[src/hdl/prf_pkg.sv]
// Package for the pairwise repulsion force block: field widths, internal
// datapath widths and fixed constants. No dependencies.
`default_nettype none

package prf_pkg;

  // interface field widths
  localparam int POS_W   = 15;
  localparam int VEL_W   = 16;
  localparam int RANGE_W = 11;
  localparam int RED_W   = 8;

  localparam logic [RANGE_W-1:0] RANGE_RESET = 11'd100;

  // offset and distance
  localparam int DELTA_W    = 16;
  localparam int SQ_W       = 30;
  localparam int D2_W       = 31;
  localparam int RANGE_SQ_W = 22;

  // square root of d2 * 256
  localparam int RAD_W     = 40;
  localparam int RAD_PAD   = RAD_W - D2_W - 8;
  localparam int ROOT_W    = 20;
  localparam int SQ_REM_W  = ROOT_W + 3;
  localparam int SQ_STEPS  = 2;
  localparam int SQ_STAGES = ROOT_W / SQ_STEPS;

  // force denominator d * (d + 5)^2 in Q.8 units
  localparam int EXT_W    = 21;
  localparam int EXT_SQ_W = 2 * EXT_W;
  localparam int HALF_W   = EXT_W;
  localparam int PART_W   = ROOT_W + HALF_W;
  localparam int DEN_W    = ROOT_W + EXT_SQ_W;

  localparam logic [EXT_W-1:0] SOFT_Q8 = 21'd1280;

  // rounded division
  localparam int NUM_MAG_W  = 23;
  localparam int PUSH_SHIFT = 29;
  localparam int DIV_W      = DEN_W + 1;
  localparam int Q_W        = 17;
  localparam logic [NUM_MAG_W-1:0] FORCE_K = 23'd200;

  // red level
  localparam int RD_W   = RANGE_W + 8;
  localparam int RNUM_W = RD_W + 8;

  localparam logic signed [VEL_W-1:0] VEL_MAX = 16'sh7FFF;
  localparam logic signed [VEL_W-1:0] VEL_MIN = 16'sh8000;

endpackage

`default_nettype wire

[src/hdl/prf_sqrt_pipe.sv]
// Pipelined integer square root of d2 * 256, two root bits per stage.
// Depends on prf_pkg.
`default_nettype none

module prf_sqrt_pipe #(
  parameter int TAG_W = 1
) (
  input  logic                       clk,
  input  logic                       rst,
  input  logic                       en,
  input  logic                       in_valid,
  input  logic [prf_pkg::D2_W-1:0]   d2,
  input  logic [TAG_W-1:0]           tag_in,
  output logic                       out_valid,
  output logic [prf_pkg::ROOT_W-1:0] root_out,
  output logic [TAG_W-1:0]           tag_out
);
  import prf_pkg::*;

  logic [SQ_STAGES-1:0] vld;
  logic [RAD_W-1:0]     rad  [SQ_STAGES];
  logic [SQ_REM_W-1:0]  rem  [SQ_STAGES];
  logic [ROOT_W-1:0]    root [SQ_STAGES];
  logic [TAG_W-1:0]     tag  [SQ_STAGES];

  for (genvar s = 0; s < SQ_STAGES; s++) begin : g_stage
    logic                vld_p;
    logic [RAD_W-1:0]    rad_p, rad_c;
    logic [SQ_REM_W-1:0] rem_p, rem_c;
    logic [ROOT_W-1:0]   root_p, root_c;
    logic [TAG_W-1:0]    tag_p;

    if (s == 0) begin : g_first
      assign vld_p  = in_valid;
      assign rad_p  = {{RAD_PAD{1'b0}}, d2, 8'b0};
      assign rem_p  = '0;
      assign root_p = '0;
      assign tag_p  = tag_in;
    end else begin : g_next
      assign vld_p  = vld[s-1];
      assign rad_p  = rad[s-1];
      assign rem_p  = rem[s-1];
      assign root_p = root[s-1];
      assign tag_p  = tag[s-1];
    end

    always_comb begin : step
      logic [SQ_REM_W-1:0] r;
      logic [SQ_REM_W-1:0] t;
      logic [SQ_REM_W-1:0] trial;
      logic [ROOT_W-1:0]   q;
      logic [RAD_W-1:0]    a;
      r = rem_p;
      q = root_p;
      a = rad_p;
      for (int j = 0; j < SQ_STEPS; j++) begin
        // bring down the next radicand pair, try (root << 2) | 1
        t     = {r[SQ_REM_W-3:0], a[RAD_W-1 -: 2]};
        a     = a << 2;
        trial = {1'b0, q, 2'b01};
        if (t >= trial) begin
          r = t - trial;
          q = {q[ROOT_W-2:0], 1'b1};
        end else begin
          r = t;
          q = {q[ROOT_W-2:0], 1'b0};
        end
      end
      rem_c  = r;
      root_c = q;
      rad_c  = a;
    end

    always_ff @(posedge clk) begin
      if (rst) begin
        vld[s] <= 1'b0;
      end else if (en) begin
        vld[s] <= vld_p;
      end
    end

    always_ff @(posedge clk) begin
      if (en) begin
        rad[s]  <= rad_c;
        rem[s]  <= rem_c;
        root[s] <= root_c;
        tag[s]  <= tag_p;
      end
    end
  end

  assign out_valid = vld[SQ_STAGES-1];
  assign root_out  = root[SQ_STAGES-1];
  assign tag_out   = tag[SQ_STAGES-1];

endmodule

`default_nettype wire

[config.mk]
export PLATFORM = sky130hd
export DESIGN_NAME = prf_sqrt_pipe
export DESIGN_NICKNAME = d
export VERILOG_FILES = /design/src/hdl/prf_pkg.sv /design/src/hdl/prf_sqrt_pipe.sv
export SDC_FILE = /design/constraint.sdc
export NUM_CORES = 1
export LEC_CHECK = 0
export BUFFER_PORTS_ARGS = -buffer_cell sky130_fd_sc_hd__buf_2
export CAP_MARGIN = 30
export CORE_UTILIZATION = 44
export CTS_CLUSTER_DIAMETER = 150
export DETAILED_ROUTE_END_ITERATION = 16
export REMOVE_ABC_BUFFERS = 1
export SLEW_MARGIN = 20
export SYNTH_ARGS = -nofsm -noshare
export SYNTH_HDL_FRONTEND = slang
export SYNTH_SLANG_ARGS = --single-unit
[constraint.sdc]
create_clock -name clk -period 6.2 [get_ports clk]
set_input_delay 0.93 -clock clk [delete_from_list [all_inputs] [get_ports clk]]
set_output_delay 0.93 -clock clk [all_outputs]
set_load 0.03 [all_outputs]
* Word-level counts from Yosys, hierarchy flattened
Memory sizes are Yosys's and may differ from the RTL's.
Index checks and enable logic that the tools add are counted.
** Cells by class
- Add/subtract/negate cells :: 20
- $lt $le $gt $ge :: 20
- Multiplexer cells :: 42
** Operator list (number)
- $ge A23 B22 Y1 :: 18
- $mux W23 :: 10
- $mux W21 :: 10
- $sub A23 B22 Y23 :: 9
- $sub A21 B21 Y21 :: 9
- $ge A23 B3 Y1 :: 1
- $sub A23 B3 Y23 :: 1
- $mux W1 :: 22
- $sub A1 B1 Y2 const B :: 1
- $ge A1 B1 Y1 const B :: 1
** Storage, ports and cells
- Bits in registers :: 10
- RAM bits :: 800
- Input port bits :: 36
- Output and inout bits :: 22
- Word-level logic and storage cells :: 96
- Memories :: 4
** Memories
- rad :: words 10, bits a word 36, read ports 9, clocked after memory_dff 0, write ports 10, RTL line prf_sqrt_pipe.sv:21 : logic [RAD_W-1:0] rad [SQ_STAGES];
- rem :: words 10, bits a word 23, read ports 9, clocked after memory_dff 0, write ports 10, RTL line prf_sqrt_pipe.sv:22 : logic [SQ_REM_W-1:0] rem [SQ_STAGES];
- root :: words 10, bits a word 20, read ports 10, clocked after memory_dff 0, write ports 10, RTL line prf_sqrt_pipe.sv:23 : logic [ROOT_W-1:0] root [SQ_STAGES];
- tag :: words 10, bits a word 1, read ports 10, clocked after memory_dff 0, write ports 10, RTL line prf_sqrt_pipe.sv:24 : logic [TAG_W-1:0] tag [SQ_STAGES];

* Logic depth before layout (Yosys ltp)
An unclocked memory read counts as a cell.
- Depth in word-level cells :: 5
- Mapped depth :: 25
- Mapped depth without buffers :: 22

* Worst setup path after synthesis
Ideal clock, no wire load.
- Kind :: flip-flop to flip-flop
- Start :: mem rem[7][5] in the netlist's numbering
- End :: mem rem[8][10] in the netlist's numbering (data pin)
- Setup time :: 260 ps
- Arrival time :: 5707 ps
- Data required time :: 5940 ps
- Setup slack :: 234 ps
- Cell stages (with the launch flop) :: 24
- Path buffers :: 3
- Period minus slack after synthesis :: 5966 ps
- Cell sequence :: edfxtp_1 -> ha_1 -> o21ai_0 -> a211oi_1 -> o21ai_0 -> a21oi_1 -> o211ai_1 -> nand3_1 -> clkbuf_1 -> mux2_2 -> ha_1 -> nor2b_1 -> o21ai_0 -> a21boi_0 -> o211ai_1 -> o211ai_1 -> a221oi_1 -> o21ai_0 -> a2111oi_0 -> and3_1 -> clkbuf_1 -> clkinv_1 -> buf_1 -> mux2_2
** RTL lines (RTL line)
- start: declaration :: prf_sqrt_pipe.sv:22

==> results.toml <==
[run_status]
status = "complete, no violations"

[setup_path]
worst_ep_arrival_time_ns = 6.00
cp_max_fo = 24
reg2reg_depth = 20
critPathSlowestCell = "edfxtp_1"
regToRegSetupSlack_ns = 0.52
crit_required_ns = 6.52
end_kind = "register"
rr_endpoint = "rem[8][7]"
cp_cell_sequence = "ha_1, nand2_1, a211oi_1, o21ai_2, a21oi_1, o211ai_1, nand3_2, buf_6, mux2_2, ha_1, or3_1, o211ai_1, o211ai_1, a221oi_2, o21ai_1, a2111oi_2, and3_1, clkinv_1, buf_4, mux2_2"
r2r-start = "rem[7][8]"
crit_family = "compound AO/OA/AOI/OAI gates"
cp_common_cell = "o211ai_1"
criticalPathCategory = "register to register"
worstSetupStartpointType = "register"
cp_slowest_stage_delay_ns = 0.42
cp_num_buf_inv = 3

[routing]
drtAntennaViolNets = 0
wire_per_inst_um = 17.7
via_per_inst = 5.62
drc = 0
drt_iter0_drc = 1427
num_vias = 20400
dr.pass1.iters = 6
drt-total-wl_mm = 64.2

[min_path]
hold_class = "register to register"
hp-start = "tag[4]"
whs_path_depth = 0
worstHoldEndpoint = "tag[5]"

[floorplan]
initial_core_util_pct = 44.5
rows = 91
die_area_um2 = 63200
io_pins = 58
core_area_um2 = 61600
die_width_um = 251
chipHeight_um = 251

[sta]
max_freq_mhz = 176
finalCritPeriodShare_pct = 91.6
slew_headroom_pct = 38.4
period_minus_slack_ns = 5.68
drv_slew = 0
tns_ns = 0
hold_slack_ns = 0.409
finalHoldViolations = 0
skew_ns = 0.0169
setup_viol = 0
worst_pin_slew_ns = 0.924

[yosys]
ys_ff_latch = 414
async_flop_share_pct = 0
synth-edff-count = 404
netlist.area_leader.share_pct = 44.3
syn_inst = 2673
synth_seq_area_share_pct = 45.0
avgSynthCellArea_um2 = 10.2
ys.flop_type = "edfxtp_1"
synth_top_area_cell = "edfxtp_1"
syn_area_um2 = 27400
synth.distinct_cells = 87
ys.warnings.count = 0
synth_area_leaders = "edfxtp_1, ha_1, xnor2_1"

[grt]
antenna_found_initial = 1
grt_max_degree = 159
grt_pass1_vias = 19400
grt_usage_pct = 20.1
grt.overflow.total = 0
grt_pass1_wl_mm = 103

[clock_tree]
clock_path_buffers = 3
htree_levels = 2
holdBufCountCts = 0
clock_latency_ns = 0.59
tritoncts = "yes"
cts.clk_slew.worst_paths_ns = 0.06
numClockSinks = 414
clockRootBuffer = "clkbuf_16"
cts_buffers = 48

[cells_and_area]
nNetsFinal = 3013
drive_above_1_share_pct = 9.56
final_area_um2 = 30400
diodes = 0
most-common-layout-cells = "edfxtp_1, ha_1, nor2_1"
layout_commonest_cell = "edfxtp_1"
syn2layout_area_growth_pct = 10.9

[place]
post-dp-hpwl_mm = 48.9
dpl-instance-area_um2 = 28800
numPortBuffers = 57
place_congestion = 0.932

[run]
maxCapViolCount = 0

[power]
ir_worst_vdd_mv = 0.220
power_density_nw_per_um2 = 393
p_leak_nw = 12.2
## cell type report
class                      instances  area (um^2)
fill                            5585        31200
multi-input combinational       2005        14100
sequential                       414        12300
clock buffer                      59         1260
tap                              837         1050
inverter                         193          727
timing repair buffer              95          621
clock inverter                    27          274
## through the flow
step / util [%] / std cells / worst slack [ns] / total power, W
floorplan: - / 2612 / -0.538 / 0.00781
global placement: 46.7 / 3539 / 0.204 / 0.00899
detailed placement: 46.7 / 3539 / -0.0622 / 0.00908
CTS: 49.2 / 3625 / 0.0966 / 0.0119
global route: 49.3 / 3630 / -0.00115 / 0.0128
finish: 49.3 / 3630 / 0.522 / 0.0119
## cells in the mapped netlist, types with 13 or more instances
| master | instances |
|---|---|
| edfxtp_1 | 404 |
| ha_1 | 217 |
| nor2_1 | 207 |
| nand2_1 | 200 |
| inv_1 | 188 |
| a21oi_1 | 183 |
| o21ai_0 | 148 |
| xnor2_1 | 146 |
| xor2_1 | 91 |
| a21o_1 | 73 |
| nor3_1 | 72 |
| nand3_1 | 54 |
| mux2_2 | 52 |
| clkbuf_1 | 45 |
| o21a_1 | 43 |
| nor4_1 | 38 |
| or3_1 | 37 |
| mux2i_1 | 28 |
| nand2b_1 | 27 |
| nand4_1 | 26 |
| and3_1 | 21 |
| nor2b_1 | 21 |
| o211ai_1 | 21 |
| o31ai_1 | 20 |
| o21bai_1 | 19 |
| a211oi_1 | 17 |
| or4_1 | 16 |
| or2_2 | 15 |
| a31oi_1 | 14 |
| o31a_1 | 13 |
## flip-flops by register name, indices dropped and copies added, names as in the netlist
register / flops
rem: 172
tag: 10
rad: 112
g_stage.vld_p: 9
out_valid: 1
root: 110
## worst max-delay path by stage
stage,from,end,slack [ns],cells past startpoint
floorplan,rem[6][14],rem[7][8],-0.54,18
global placement,root[7][1],rem[8][6],0.20,23
detailed placement,root[7][1],rem[8][6],-0.06,23
CTS,root[7][1],rem[8][6],0.1,23
global route,rem[7][5],rem[8][7],-0.001,22
finish,rem[7][8],rem[8][7],0.52,20
## metal layers
layer,routed length (um),share of wire [%],vias to the layer above,global-route usage [%]
met4,1380,2.1,2,5.33
li1,-,-,10100,-
met2,28200,44,485,31.4
met5,13,0.020,-,0
met3,3400,5.3,100,2.99
met1,31200,49,9678,29.1
## power breakdown
| group | switching, W | leakage [nW] | internal, W | total, W |
|---|---|---|---|---|
| clock | 0.00113 | 0.747 | 0.00166 | 0.00279 |
| sequential | 0.000379 | 3.92 | 0.00376 | 0.00414 |
| combinational | 0.00286 | 7.56 | 0.00216 | 0.00502 |
| total | 0.00437 | 12.2 | 0.00757 | 0.0119 |
## cells by family (layout without fill, tap and decap cells)
kind of cell / Yosys count / after routing / share of synthesized area, %
multiplexers: 80 / 80 / 3.16
flip-flops: 414 / 414 / 45.0
XOR/XNOR: 237 / 237 / 7.58
AO/OA/AOI/OAI: 669 / 669 / 15.9
buffers and inverters: 254 / 374 / 3.55
AND/OR/NAND/NOR: 799 / 799 / 14.6
adder cells (fa/ha/maj): 220 / 220 / 10.1
## repair_timing
item                       in CTS  in global routing
pin swaps                       0                  2
resized for setup               2                  7
buffers inserted                0                  1
setup endpoints to repair      15                 20
(Power assumes the default switching activity.)
