**config.mk**
```make
export PLATFORM = sky130hd
export DESIGN_NAME = prf_div_pipe
export DESIGN_NICKNAME = d
export VERILOG_FILES = /design/src/hdl/prf_pkg.sv /design/src/hdl/prf_div_pipe.sv
export SDC_FILE = /design/constraint.sdc
export NUM_CORES = 1
export LEC_CHECK = 0
export ABC_AREA = 0
export BUFFER_PORTS_ARGS = -buffer_cell sky130_fd_sc_hd__clkbuf_2
export CAP_MARGIN = 0
export CORE_ASPECT_RATIO = 0.5
export CORE_UTILIZATION = 40
export CTS_CLUSTER_DIAMETER = 120
export DETAILED_ROUTE_END_ITERATION = 8
export GPL_TIMING_DRIVEN = 0
export SYNTH_ARGS = -nofsm -noshare
export SYNTH_HDL_FRONTEND = slang
export SYNTH_SLANG_ARGS = --single-unit
```
**constraint.sdc**
```tcl
create_clock -name clk -period 3.9 [get_ports clk]
set_input_delay 0.195 -clock clk [delete_from_list [all_inputs] [get_ports clk]]
set_output_delay 0.195 -clock clk [all_outputs]
set_load 0.005 [all_outputs]
```
**src/hdl/prf_pkg.sv**
```systemverilog
// Package for the pairwise repulsion force block: field widths, internal
// datapath widths and fixed constants. No dependencies.
`default_nettype none

package prf_pkg;

  // interface field widths
  localparam int POS_W   = 15;
  localparam int VEL_W   = 16;
  localparam int RANGE_W = 11;
  localparam int RED_W   = 8;

  localparam logic [RANGE_W-1:0] RANGE_RESET = 11'd100;

  // offset and distance
  localparam int DELTA_W    = 16;
  localparam int SQ_W       = 30;
  localparam int D2_W       = 31;
  localparam int RANGE_SQ_W = 22;

  // square root of d2 * 256
  localparam int RAD_W     = 40;
  localparam int RAD_PAD   = RAD_W - D2_W - 8;
  localparam int ROOT_W    = 20;
  localparam int SQ_REM_W  = ROOT_W + 3;
  localparam int SQ_STEPS  = 2;
  localparam int SQ_STAGES = ROOT_W / SQ_STEPS;

  // force denominator d * (d + 5)^2 in Q.8 units
  localparam int EXT_W    = 21;
  localparam int EXT_SQ_W = 2 * EXT_W;
  localparam int HALF_W   = EXT_W;
  localparam int PART_W   = ROOT_W + HALF_W;
  localparam int DEN_W    = ROOT_W + EXT_SQ_W;

  localparam logic [EXT_W-1:0] SOFT_Q8 = 21'd1280;

  // rounded division
  localparam int NUM_MAG_W  = 23;
  localparam int PUSH_SHIFT = 29;
  localparam int DIV_W      = DEN_W + 1;
  localparam int Q_W        = 17;
  localparam logic [NUM_MAG_W-1:0] FORCE_K = 23'd200;

  // red level
  localparam int RD_W   = RANGE_W + 8;
  localparam int RNUM_W = RD_W + 8;

  localparam logic signed [VEL_W-1:0] VEL_MAX = 16'sh7FFF;
  localparam logic signed [VEL_W-1:0] VEL_MIN = 16'sh8000;

endpackage

`default_nettype wire

```
**src/hdl/prf_div_pipe.sv**
```systemverilog
// Pipelined restoring divider, one quotient bit per stage, with an
// overflow flag for quotients that do not fit. Depends on prf_pkg.
`default_nettype none

module prf_div_pipe #(
  parameter int NUM_W = 8,
  parameter int DEN_W = 8,
  parameter int Q_W   = 4,
  parameter int TAG_W = 1
) (
  input  logic             clk,
  input  logic             rst,
  input  logic             en,
  input  logic             in_valid,
  input  logic [NUM_W-1:0] num,
  input  logic [DEN_W-1:0] den,
  input  logic [TAG_W-1:0] tag_in,
  output logic             out_valid,
  output logic [Q_W-1:0]   quot,
  output logic             ovf,
  output logic [TAG_W-1:0] tag_out
);
  import prf_pkg::*;

  localparam int REM_W  = DEN_W + 1;
  localparam int WIDE_W = NUM_W + REM_W;
  localparam int STAGES = Q_W + 1;

  logic [STAGES-1:0] vld;
  logic [STAGES-1:0] over;
  logic [REM_W-1:0]  rem [STAGES];
  logic [Q_W-1:0]    lo  [STAGES];
  logic [Q_W-1:0]    q   [STAGES];
  logic [DEN_W-1:0]  dv  [STAGES];
  logic [TAG_W-1:0]  tag [STAGES];

  // entry: high part of the numerator, overflow when it reaches the divisor
  logic [WIDE_W-1:0] wide_hi;
  assign wide_hi = {{REM_W{1'b0}}, num} >> Q_W;

  always_ff @(posedge clk) begin
    if (rst) begin
      vld[0] <= 1'b0;
    end else if (en) begin
      vld[0] <= in_valid;
    end
  end

  always_ff @(posedge clk) begin
    if (en) begin
      over[0] <= (wide_hi >= WIDE_W'(den));
      rem[0]  <= wide_hi[REM_W-1:0];
      lo[0]   <= num[Q_W-1:0];
      q[0]    <= '0;
      dv[0]   <= den;
      tag[0]  <= tag_in;
    end
  end

  for (genvar s = 1; s < STAGES; s++) begin : g_stage
    logic [REM_W-1:0] t;
    logic             ge;

    assign t  = {rem[s-1][REM_W-2:0], lo[s-1][Q_W-1]};
    assign ge = (t >= {1'b0, dv[s-1]});

    always_ff @(posedge clk) begin
      if (rst) begin
        vld[s] <= 1'b0;
      end else if (en) begin
        vld[s] <= vld[s-1];
      end
    end

    always_ff @(posedge clk) begin
      if (en) begin
        over[s] <= over[s-1];
        rem[s]  <= ge ? (t - {1'b0, dv[s-1]}) : t;
        lo[s]   <= lo[s-1] << 1;
        q[s]    <= {q[s-1][Q_W-2:0], ge};
        dv[s]   <= dv[s-1];
        tag[s]  <= tag[s-1];
      end
    end
  end

  assign out_valid = vld[STAGES-1];
  assign quot      = q[STAGES-1];
  assign ovf       = over[STAGES-1];
  assign tag_out   = tag[STAGES-1];

endmodule

`default_nettype wire

```
After elaboration in Yosys (flattened, before gate mapping)
Memories as Yosys holds them, arrays and structs flattened.
Cells that the tools add are included.
{"block": "totals", "regBits": 10, "ramBits": 130, "input_bits": 21, "output_inout_bits": 7, "elab_cells": 30, "memories": 5}
{"name": "rem", "words": 5, "width": 9, "rd": 4, "rd_ports_with_merged_regs": 0, "wr": 5, "line_no": "prf_div_pipe.sv:31", "source": "logic [REM_W-1:0] rem [STAGES];"}
{"name": "dv", "words": 5, "width": 8, "rd": 4, "rd_ports_with_merged_regs": 0, "wr": 5, "line_no": "prf_div_pipe.sv:34", "source": "logic [DEN_W-1:0] dv [STAGES];"}
{"name": "lo", "words": 5, "width": 4, "rd": 4, "rd_ports_with_merged_regs": 0, "wr": 5, "line_no": "prf_div_pipe.sv:32", "source": "logic [Q_W-1:0] lo [STAGES];"}
{"name": "q", "words": 5, "width": 4, "rd": 5, "rd_ports_with_merged_regs": 0, "wr": 5, "line_no": "prf_div_pipe.sv:33", "source": "logic [Q_W-1:0] q [STAGES];"}
{"name": "tag", "words": 5, "width": 1, "rd": 5, "rd_ports_with_merged_regs": 0, "wr": 5, "line_no": "prf_div_pipe.sv:35", "source": "logic [TAG_W-1:0] tag [STAGES];"}
{"block": "classes", "addsub": 4, "n_lt_le_gt_ge": 5, "mux": 6}
{"cell": "$ge A9 B8 Y1", "n": 4}
{"cell": "$mux W9", "n": 4}
{"cell": "$sub A9 B8 Y9", "n": 4}
{"cell": "$ge A4 B8 Y1", "n": 1}
{"cell": "$mux W1", "n": 2}

Logic depth before layout (Yosys ltp)
An unclocked memory read counts as a cell.
{"block": "logic_depth", "word_depth": 3, "ltp_mapped": 8, "depth_no_buf": 8}

Worst setup path after synthesis
Ideal clock, no wire load.
{"block": "synth_path", "path_kind": "reg-to-reg", "startpoint": "memory rem[0][23] in the netlist's numbering", "endpoint": "memory rem[0][29] in the netlist's numbering, data pin", "setup_ns": 0.260, "arrival_ns": 1.888, "required_ns": 3.640, "path_slack_ns": 1.752, "stages_incl_launch_ff": 7, "n_path_buf": 1, "synth_period_minus_slack_ns": 2.148, "cell_sequence": "edfxtp_1 ha_1 a21o_1 a2111oi_2 o21a_1 buf_6 mux2_4"}
{"item": "start: declaration", "line_no": "prf_div_pipe.sv:31"}

==> load_flow_metrics.sql <==
INSERT INTO impl_metrics (metric_group, metric, value, unit) VALUES
('clocking', 'post-cts-setup-buffers', '0', ''),
('detailed_routing', 'avgViaCountPerCell', '4.95', ''),
('timing', 'final_clock_skew', '0.00427', 'ns'),
('finish', 'postLayoutCellArea', '5200', 'um2'),
('floorplan', 'die_height', '77.7', 'um'),
('finish', 'filler_cell_count', '953', ''),
('yosys', 'proportion_of_synthesized_chip_area_in_sequential_cells', '61.2', '%'),
('yosys', 'yosys-top-cells-area', 'sky130_fd_sc_hd__edfxtp_1 (59%), sky130_fd_sc_hd__ha_1 (9.0%), sky130_fd_sc_hd__mux2_4 (3.6%)', ''),
('clocking', 'post_cts.resized_instances', '0', ''),
('grt', 'globalRoute.busiestLayer', 'met2', ''),
('placement', 'gp_routability_congestion', '0.882', ''),
('grt', 'globalRoute.totalOverflow', '0', ''),
('placement', 'dp_hpwl', '5200', 'um'),
('worst_setup_path', 'setup.worst_path.class', 'flop to flop', ''),
('clocking', 'tritoncts_buffers', '9', ''),
('timing', 'fin_crit_sh', '61.4', '%'),
('clocking', 'clock_insertion_delay_worst_skew', '0.34', 'ns'),
('finish', 'seq_area', '2800', 'um2'),
('yosys', 'synthesis.yosys.warnings', '0', ''),
('detailed_routing', 'first_pass_iters', '4', ''),
('min_path', 'worstHoldPathType', 'input pin to flop', ''),
('worst_setup_path', 'crit_slowest_cell', 'sky130_fd_sc_hd__edfxtp_1', ''),
('clocking', 'clock_pin_slew_reported_for_the_worst_setup_and_hold_paths_after_clock_tree_synthesis', '0.06', 'ns'),
('pwr', 'power_leakage', '2.16', 'nW'),
('finish', 'drive_gt1_share', '19.2', '%'),
('placement', 'numPortBuffers', '27', ''),
('clocking', 'tritoncts', 'yes', ''),
('yosys', 'yosys.cell_types.count', '51', ''),
('yosys', 'syn_inst', '321', ''),
('timing', 'clock.fmax', '418', 'MHz'),
('clocking', 'clock_sink_count', '95', ''),
('yosys', 'postSynthRegisterBits', '95', ''),
('placement', 'post_dp_cell_area', '4920', 'um2'),
('worst_setup_path', 'worstSetupEndpointType', 'flop', ''),
('grt', 'largest_net_degree_at_the_start_of_global_routing', '51', ''),
('timing', 'grt_setup_unrepaired', 'false', ''),
('yosys', 'synthFlopType', 'sky130_fd_sc_hd__edfxtp_1', ''),
('timing', 'finalSetupViolations', '0', ''),
('detailed_routing', 'drc_violations_left', '0', ''),
('floorplan', 'fp.dieArea', '11900', 'um2'),
('finish', 'area.growth.synth_to_final', '13.7', '%'),
('detailed_routing', 'via_count', '2522', ''),
('floorplan', 'pin_count', '28', ''),
('grt', 'grt.met3_usage', '4.36', '%'),
('pwr', 'vdd.ir_drop.worst', '0.229', 'mV'),
('floorplan', 'chipWidth', '153', 'um'),
('timing', 'worst_slew_margin_rel', '59.9', '%'),
('grt', 'gr-usage-met2', '21.5', '%'),
('floorplan', 'initial_utilization', '41.3', '%'),
('worst_setup_path', 'worst-path-buf-inv', '0', ''),
('worst_setup_path', 'max_stage_delay', '0.41', 'ns'),
('worst_setup_path', 'crit_path_cell_trace', 'ha_1 > fa_1 > nor2b_1 > o31a_1 > nor4_1 > a311o_1 > mux2_4', ''),
('detailed_routing', 'route.detailed.wl_per_inst', '13.5', 'um'),
('yosys', 'mappedNetlistNets', '378', ''),
('clocking', 'maximum_buffer_depth_of_the_clock_tree', '2', ''),
('clocking', 'cts_hold_repair.buffers', '0', ''),
('timing', 'finalHoldViolations', '0', ''),
('yosys', 'synth_top_cell_area_share', '59.0', '%'),
('floorplan', 'floorplan.rows', '27', ''),
('worst_setup_path', 'critPathLaunchType', 'flop', ''),
('worst_setup_path', 'critical_path_arrival', '2.48', 'ns'),
('finish', 'antenna-diode-count', '0', ''),
('worst_setup_path', 'worst-path-max-fanout', '3', ''),
('detailed_routing', 'drt_iter0_markers', '101', ''),
('timing', 'finalCriticalPeriod', '2.39', 'ns'),
('grt', 'grt_antenna_before_repair', '0', ''),
('yosys', 'synth-edff-count', '90', ''),
('run_status', 'outcome', 'completed', ''),
('worst_setup_path', 'crit_family', 'adder cells', ''),
('yosys', 'synth_top_cells_by_count', 'sky130_fd_sc_hd__edfxtp_1 (90), sky130_fd_sc_hd__inv_1 (43), sky130_fd_sc_hd__ha_1 (33)', ''),
('grt', 'global_route_wire_length_before_repair', '11900', 'um');
==> power breakdown <==
group	switching [mW]	leakage (nW)	total, mW	internal (mW)
logic	0.222	1.10	0.444	0.222
clock network	0.340	0.139	0.828	0.488
registers	0.0375	0.925	1.27	1.23
==> through the flow <==
step / std cells / util [%] / hold WS, ns / worst slack, ns / total power [mW]
floorplan: 321 / - / 0.267 / 1.75 / 1.61
global placement: 493 / 44.2 / 0.371 / 1.44 / 1.70
detailed placement: 494 / 44.4 / 0.374 / 1.53 / 1.73
CTS: 510 / 47.0 / 0.0161 / 1.53 / 2.56
global route: 510 / 47.0 / 0.0119 / 1.43 / 2.66
finish: 510 / 47.0 / 0.0273 / 1.51 / 2.54
==> flip-flops by register name (all words and copies together) (netlist names) <==
| name | count |
|---|---|
| ovf | 1 |
| rem | 28 |
| over | 4 |
| vld | 4 |
| tag | 5 |
| q | 10 |
| dv | 32 |
| lo | 10 |
| out_valid | 1 |
==> kinds of logic after synthesis <==
kind of cell / share of synthesized area, %
multiplexers: 6.75
adder cells (fa/ha/maj): 10.3
buffers and inverters: 4.73
flip-flops: 61.2
AND/OR/NAND/NOR: 5.88
XOR/XNOR: 1.53
AO/OA/AOI/OAI: 9.57
==> metal layers <==
metal	part of all wire (%)	vias to the layer above	wire, um
met5	0	-	0
li1	-	1268	-
met4	2.8	0	189
met2	47	43	3240
met3	3.6	19	247
met1	46	1192	3200
==> final cells by class <==
cell class / instances / area share [%]
Clock inverter: 6 / 0.986
Buffer: 8 / 1.06
Timing Repair Buffer: 28 / 3.17
Sequential cell: 95 / 53.8
Inverter: 43 / 3.10
Multi-Input combinational cell: 175 / 30.0
Tap cell: 145 / 3.49
Clock buffer: 10 / 4.40
==> worst reg2reg max path, stage by stage, from the launching register on <==
cell	delay, ns
sky130_fd_sc_hd__edfxtp_1	0.41
sky130_fd_sc_hd__ha_1	0.25
sky130_fd_sc_hd__fa_1	0.41
sky130_fd_sc_hd__nor2b_1	0.18
sky130_fd_sc_hd__o31a_1	0.22
sky130_fd_sc_hd__nor4_1	0.07
sky130_fd_sc_hd__a311o_1	0.34
sky130_fd_sc_hd__mux2_4	0.28
==> worst paths after layout <==
check / start / end / slack, ns / cells after the start
max reg2reg: dv[0][8]$_DFFE_PP_ / rem[0][24]$_DFFE_PP_ / 1.51 / 7
min reg2reg: over[3]$_DFFE_PP_ / ovf$_DFFE_PP_ / 0.42 / 0
max: dv[0][8]$_DFFE_PP_ / rem[0][24]$_DFFE_PP_ / 1.51 / 7
min: num[3] / lo[0][3]$_DFFE_PP_ / 0.03 / 1
==> cells in the final DEF, fill, tap and decap left out, types with 2 or more instances in the layout <==
| master | n |
|---|---|
| sky130_fd_sc_hd__edfxtp_1 | 90 |
| sky130_fd_sc_hd__inv_1 | 43 |
| sky130_fd_sc_hd__ha_1 | 33 |
| sky130_fd_sc_hd__clkbuf_2 | 26 |
| sky130_fd_sc_hd__nor2_1 | 14 |
| sky130_fd_sc_hd__a21o_1 | 11 |
| sky130_fd_sc_hd__mux2_4 | 11 |
| sky130_fd_sc_hd__mux2i_1 | 11 |
| sky130_fd_sc_hd__a21oi_1 | 10 |
| sky130_fd_sc_hd__clkbuf_16 | 9 |
| sky130_fd_sc_hd__o21ai_0 | 8 |
| sky130_fd_sc_hd__nand2b_1 | 6 |
| sky130_fd_sc_hd__nor3_1 | 6 |
| sky130_fd_sc_hd__xnor2_1 | 6 |
| sky130_fd_sc_hd__nand3_1 | 5 |
| sky130_fd_sc_hd__dfxtp_1 | 5 |
| sky130_fd_sc_hd__nand2_1 | 4 |
| sky130_fd_sc_hd__o21a_1 | 4 |
| sky130_fd_sc_hd__nor2b_1 | 4 |
| sky130_fd_sc_hd__buf_4 | 4 |
| sky130_fd_sc_hd__o31a_1 | 3 |
| sky130_fd_sc_hd__nor3b_1 | 3 |
| sky130_fd_sc_hd__mux2_2 | 3 |
| sky130_fd_sc_hd__fa_1 | 3 |
| sky130_fd_sc_hd__clkinv_1 | 3 |
| sky130_fd_sc_hd__a211oi_1 | 2 |
| sky130_fd_sc_hd__buf_2 | 2 |
| sky130_fd_sc_hd__o21ai_2 | 2 |
| sky130_fd_sc_hd__or3_1 | 2 |
| sky130_fd_sc_hd__xor2_1 | 2 |
| sky130_fd_sc_hd__clkbuf_1 | 2 |
| sky130_fd_sc_hd__clkinv_2 | 2 |
Power figures use the tool's default switching activity.
